$ cat config.mk
export PLATFORM = sky130hd
export DESIGN_NAME = mse_ram
export DESIGN_NICKNAME = d
export VERILOG_FILES = /design/src/rtl/mse_ram.sv
export SDC_FILE = /design/constraint.sdc
export NUM_CORES = 2
export LEC_CHECK = 0
export BUFFER_PORTS_ARGS = -buffer_cell sky130_fd_sc_hd__buf_2
export CAP_MARGIN = 40
export CORE_MARGIN = 4
export CORE_UTILIZATION = 55
export DETAILED_ROUTE_END_ITERATION = 10
export HOLD_SLACK_MARGIN = 0.06
export PLACE_DENSITY = 0.8
export REMOVE_ABC_BUFFERS = 1
export SLEW_MARGIN = 20
export SYNTH_ARGS = -nofsm -noshare
export SYNTH_HDL_FRONTEND = slang
export SYNTH_SLANG_ARGS = --single-unit
export TNS_END_PERCENT = 10
$ cat constraint.sdc
create_clock -name clk_i -period 3.8 [get_ports clk_i]
set_input_delay 0.19 -clock clk_i [delete_from_list [all_inputs] [get_ports clk_i]]
set_output_delay 0.19 -clock clk_i [all_outputs]
set_load 0.1 [all_outputs]
$ cat src/rtl/mse_ram.sv
module mse_ram #(
  parameter int WIDTH = 32,
  parameter int DEPTH = 64
) (
  input  logic                     clk_i,
  input  logic                     we_i,
  input  logic [$clog2(DEPTH)-1:0] waddr_i,
  input  logic [WIDTH-1:0]         wdata_i,
  input  logic [$clog2(DEPTH)-1:0] raddr_a_i,
  input  logic [$clog2(DEPTH)-1:0] raddr_b_i,
  output logic [WIDTH-1:0]         rdata_a_o,
  output logic [WIDTH-1:0]         rdata_b_o
);

  logic [WIDTH-1:0] mem_q [DEPTH];

  // One write port and two registered read ports.
  always_ff @(posedge clk_i) begin
    if (we_i) begin
      mem_q[waddr_i] <= wdata_i;
    end
    rdata_a_o <= mem_q[raddr_a_i];
    rdata_b_o <= mem_q[raddr_b_i];
  end

endmodule

==> impl_metrics.py <==
metrics = {
    "min_path": {
        "min_path_cells": 3,
        "min_from": "we_i",
        "timing.hold.worst.class": "in -> reg",
        "hold_ep": "mem_q[45][1]",
    },
    "final_layout": {
        "multiInputGateArea_um2": 31600,
        "postLayoutCoreUtil_pct": 63.0,
        "register_area_um2": 62800,
        "fill_cells": 11000,
        "num-nets-final": 4778,
        "most_frequent_cells_in_the_layout": "edfxtp_1 (2048), mux4_2 (1124), clkbuf_16 (206)",
        "syn_to_final_growth_pct": 13.5,
        "drive_above_1_share_pct": 39.8,
        "final_cells": 7216,
        "final_common_cell": "edfxtp_1",
    },
    "die": {
        "core_region_area_um2": 172000,
        "die_area_um2": 181000,
        "initial_core_util_pct": 55.5,
        "fp.dieH_um": 425,
        "die_w_um": 425,
        "floorplan.rows": 152,
        "ioPinCount": 116,
    },
    "placed_design": {
        "placed_cells": 6781,
        "pre_cts_ws_ns": 0.479,
        "place.detailed.hpwl_um": 170000,
        "gp_congestion": 0.862,
        "io_buffer_count": 115,
    },
    "clocking": {
        "htree_levels": 4,
        "clk_transition_reported_paths_ns": 0.06,
        "clock_path_buffers": 3,
        "tritoncts.num_buffers": 202,
        "cts.repair_timing.setup_buffer_count": 0,
        "clkLatencyLatePin_ns": 0.86,
        "tritoncts_clock_tree": "yes",
        "cts.sink_count": 2112,
        "ctsRootBufferMaster": "clkbuf_16",
    },
    "logic_synthesis": {
        "post-synth-top-area-cell": "edfxtp_1",
        "synth_area_um2": 95700,
        "ys_top_cells_by_area": "edfxtp_1 (64%), mux4_2 (26%), mux2i_1 (2.1%)",
        "synth_cell_type_count": 38,
        "seq_area_frac_synth_pct": 65.6,
        "synthesis.area_per_instance_um2": 21.7,
        "async_flop_share_pct": 0,
        "synth-edff-count": 2048,
        "ys_seq_elements": 2112,
        "ys.warnings.count": 0,
        "share_of_the_synthesized_area_in_the_top_cell_type_pct": 64.3,
        "netlist_instances": 4412,
        "yosys_most_used_dff": "edfxtp_1",
    },
    "global_routing": {
        "grt-busiest-layer": "met2",
        "global_route.usage.met2_pct": 49.1,
        "globalRoute.totalOverflow": 0,
        "grt_start_max_net_pins": 76,
        "first_global_vias": 55900,
        "use_met1_pct": 43.0,
        "met3_usage_pct": 11.0,
        "grt_first_pass_wirelength_um": 416000,
        "antenna_found_initial": 23,
        "grtUsageTotal_pct": 32.8,
    },
    "detailed_routing": {
        "drt_iter0_markers": 9992,
        "antenna_left": 0,
        "dr.pass1.iters": 7,
        "routed-via-count": 54900,
        "routed_wl_um": 292000,
        "drt_drc_violations_left": 0,
        "route.detailed.vias_per_inst": 7.61,
        "detail_route.wl_per_cell_um": 40.5,
    },
    "timing": {
        "finalCriticalPeriod_ns": 2.63,
        "worst_pin_slew_ns": 0.987,
        "slew_headroom_pct": 34.2,
        "max_clock_skew_ns": 0.0279,
        "timing_max_transition_violations_final": 0,
        "fmax_mhz": 380,
        "hold_ws_ns": 0.0707,
        "setup_repair_after_global_routing_missed_its_margin": "false",
        "final.period_utilization_pct": 69.3,
        "setup-violations-final": 0,
        "tns_ns": 0,
        "hold_viol": 0,
        "post-route-worst-setup-slack_ns": 1.17,
    },
    "power": {
        "combPwrFrac_pct": 9.9,
        "power_report.internal_total_mw": 39.3,
        "power_frac_seq_pct": 50.6,
        "power.switching_fraction_pct": 23.6,
        "pwr_density_cell_nw_per_um2": 473,
        "power.share.clock_pct": 39.5,
        "max-vdd-ir-drop_mv": 0.388,
        "net_switching_component_of_the_power_mw": 12.1,
        "cellLeakagePower_nw": 34.4,
    },
    "worst_setup_path": {
        "cp.required_ns": 4.47,
        "path_class": "in -> reg",
        "crit_arrival_ns": 3.31,
        "critical_path.endpoint_type": "flip-flop",
        "timing.rr.end": "rdata_b_o[14]",
        "path_max_fanout": 29,
        "worst-r2r-cell-count": 4,
        "crit_path_start_kind": "primary input",
        "critical_path.reg2reg.startpoint": "mem_q[4][14]",
        "regToRegSetupSlack_ns": 1.38,
    },
    "status": {
        "run_status": "complete, no violations",
    },
    "job": {
        "cap_viol_max_count": 0,
    },
}
-- repair_timing --
item                       4_1_cts  5_1_grt
hold buffers                    39        1
resized for setup                0        0
setup endpoints to repair        0        0
hold endpoints to repair      2050        1
-- synthesized netlist by cell type, types with 6 or more instances --
| library cell | number |
|---|---|
| nand3_1 | 9 |
| o21ai_1 | 31 |
| nand3b_1 | 6 |
| clkbuf_1 | 135 |
| nand2_1 | 93 |
| mux2_2 | 36 |
| buf_1 | 25 |
| a221oi_1 | 13 |
| edfxtp_1 | 2048 |
| o32a_1 | 9 |
| o21ai_0 | 18 |
| a211oi_1 | 15 |
| nor2_1 | 94 |
| nand2b_1 | 8 |
| mux4_2 | 1124 |
| mux2i_1 | 204 |
| a32oi_1 | 9 |
| buf_2 | 121 |
| nor2b_1 | 19 |
| a22oi_1 | 85 |
| a21oi_1 | 58 |
| buf_6 | 11 |
| o221ai_1 | 16 |
| dfxtp_1 | 64 |
| o22ai_1 | 56 |
| buf_4 | 55 |
| o211ai_1 | 27 |
| and2_1 | 6 |
-- flip-flops by register name, indices dropped and copies added, names as in the netlist --
signal	flops
rdata_a_o	32
mem_q	2048
rdata_b_o	32
-- critical path, cell delays in order --
cell	delay, ns
buf_8	0.36
buf_4	0.51
buf_4	0.35
mux4_2	0.55
mux4_2	0.47
o22ai_1	0.70
a21oi_1	0.09
-- layout make-up --
| cell class | count | share of cell area, % |
|---|---|---|
| clock buffers | 268 | 5.11 |
| multi-input cells | 1952 | 29.2 |
| diodes | 11 | 0.0254 |
| inverters | 1 | 0.00346 |
| clock inverters | 105 | 0.976 |
| flip-flops and latches | 2112 | 57.8 |
| repair buffers | 457 | 4.24 |
| well taps | 2310 | 2.66 |
-- worst max path at each step --
stage	cells past startpoint	slack (ns)	end	from
after CTS	7	1.32	rdata_b_o[14]	raddr_b_i[0]
after detailed placement	7	0.48	rdata_b_o[14]	raddr_b_i[0]
after global routing	7	1.07	rdata_b_o[14]	raddr_b_i[0]
after global placement	7	0.50	rdata_b_o[14]	raddr_b_i[0]
after floorplan	3	0.56	mem_q[48][0]	waddr_i[4]
final	7	1.17	rdata_b_o[14]	raddr_b_i[0]
-- cell families after synthesis --
logic type             after synthesis  share of synthesized area (%)
DFF                               2112                           65.6
buffers and inverters              348                           1.83
and+or+nand+nor                    248                           1.13
AOI/OAI and AO/OA                  340                           2.39
muxes                             1364                           29.0
-- power groups by stage --
stage | logic, mW | registers [mW] | clock network [mW]
floorplan | 1.86 | 27.1 | 0
global placement | 4.77 | 26.5 | 0
detailed placement | 4.92 | 26.5 | 0
CTS | 5.00 | 26.0 | 20.3
global route | 5.26 | 26.0 | 21.4
finish | 5.10 | 26.0 | 20.3
-- routing by layer --
| metal | share of wire, % | wire, um |
|---|---|---|
| met1 | 32 | 92600 |
| met2 | 46 | 135000 |
| met3 | 16 | 46300 |
| met4 | 6.2 | 18100 |
| met5 | 0.034 | 100 |
-- per-stage QoR --
| step | cell area [um^2] | power [mW] |
|---|---|---|
| 2_1_floorplan | 93900 | 28.9 |
| 3_3_place_gp | 101000 | 31.2 |
| 3_5_place_dp | 101000 | 31.4 |
| 4_1_cts | 108000 | 51.3 |
| 5_1_grt | 109000 | 52.7 |
| 6_report | 109000 | 51.3 |
Power figures use the tool's default switching activity.
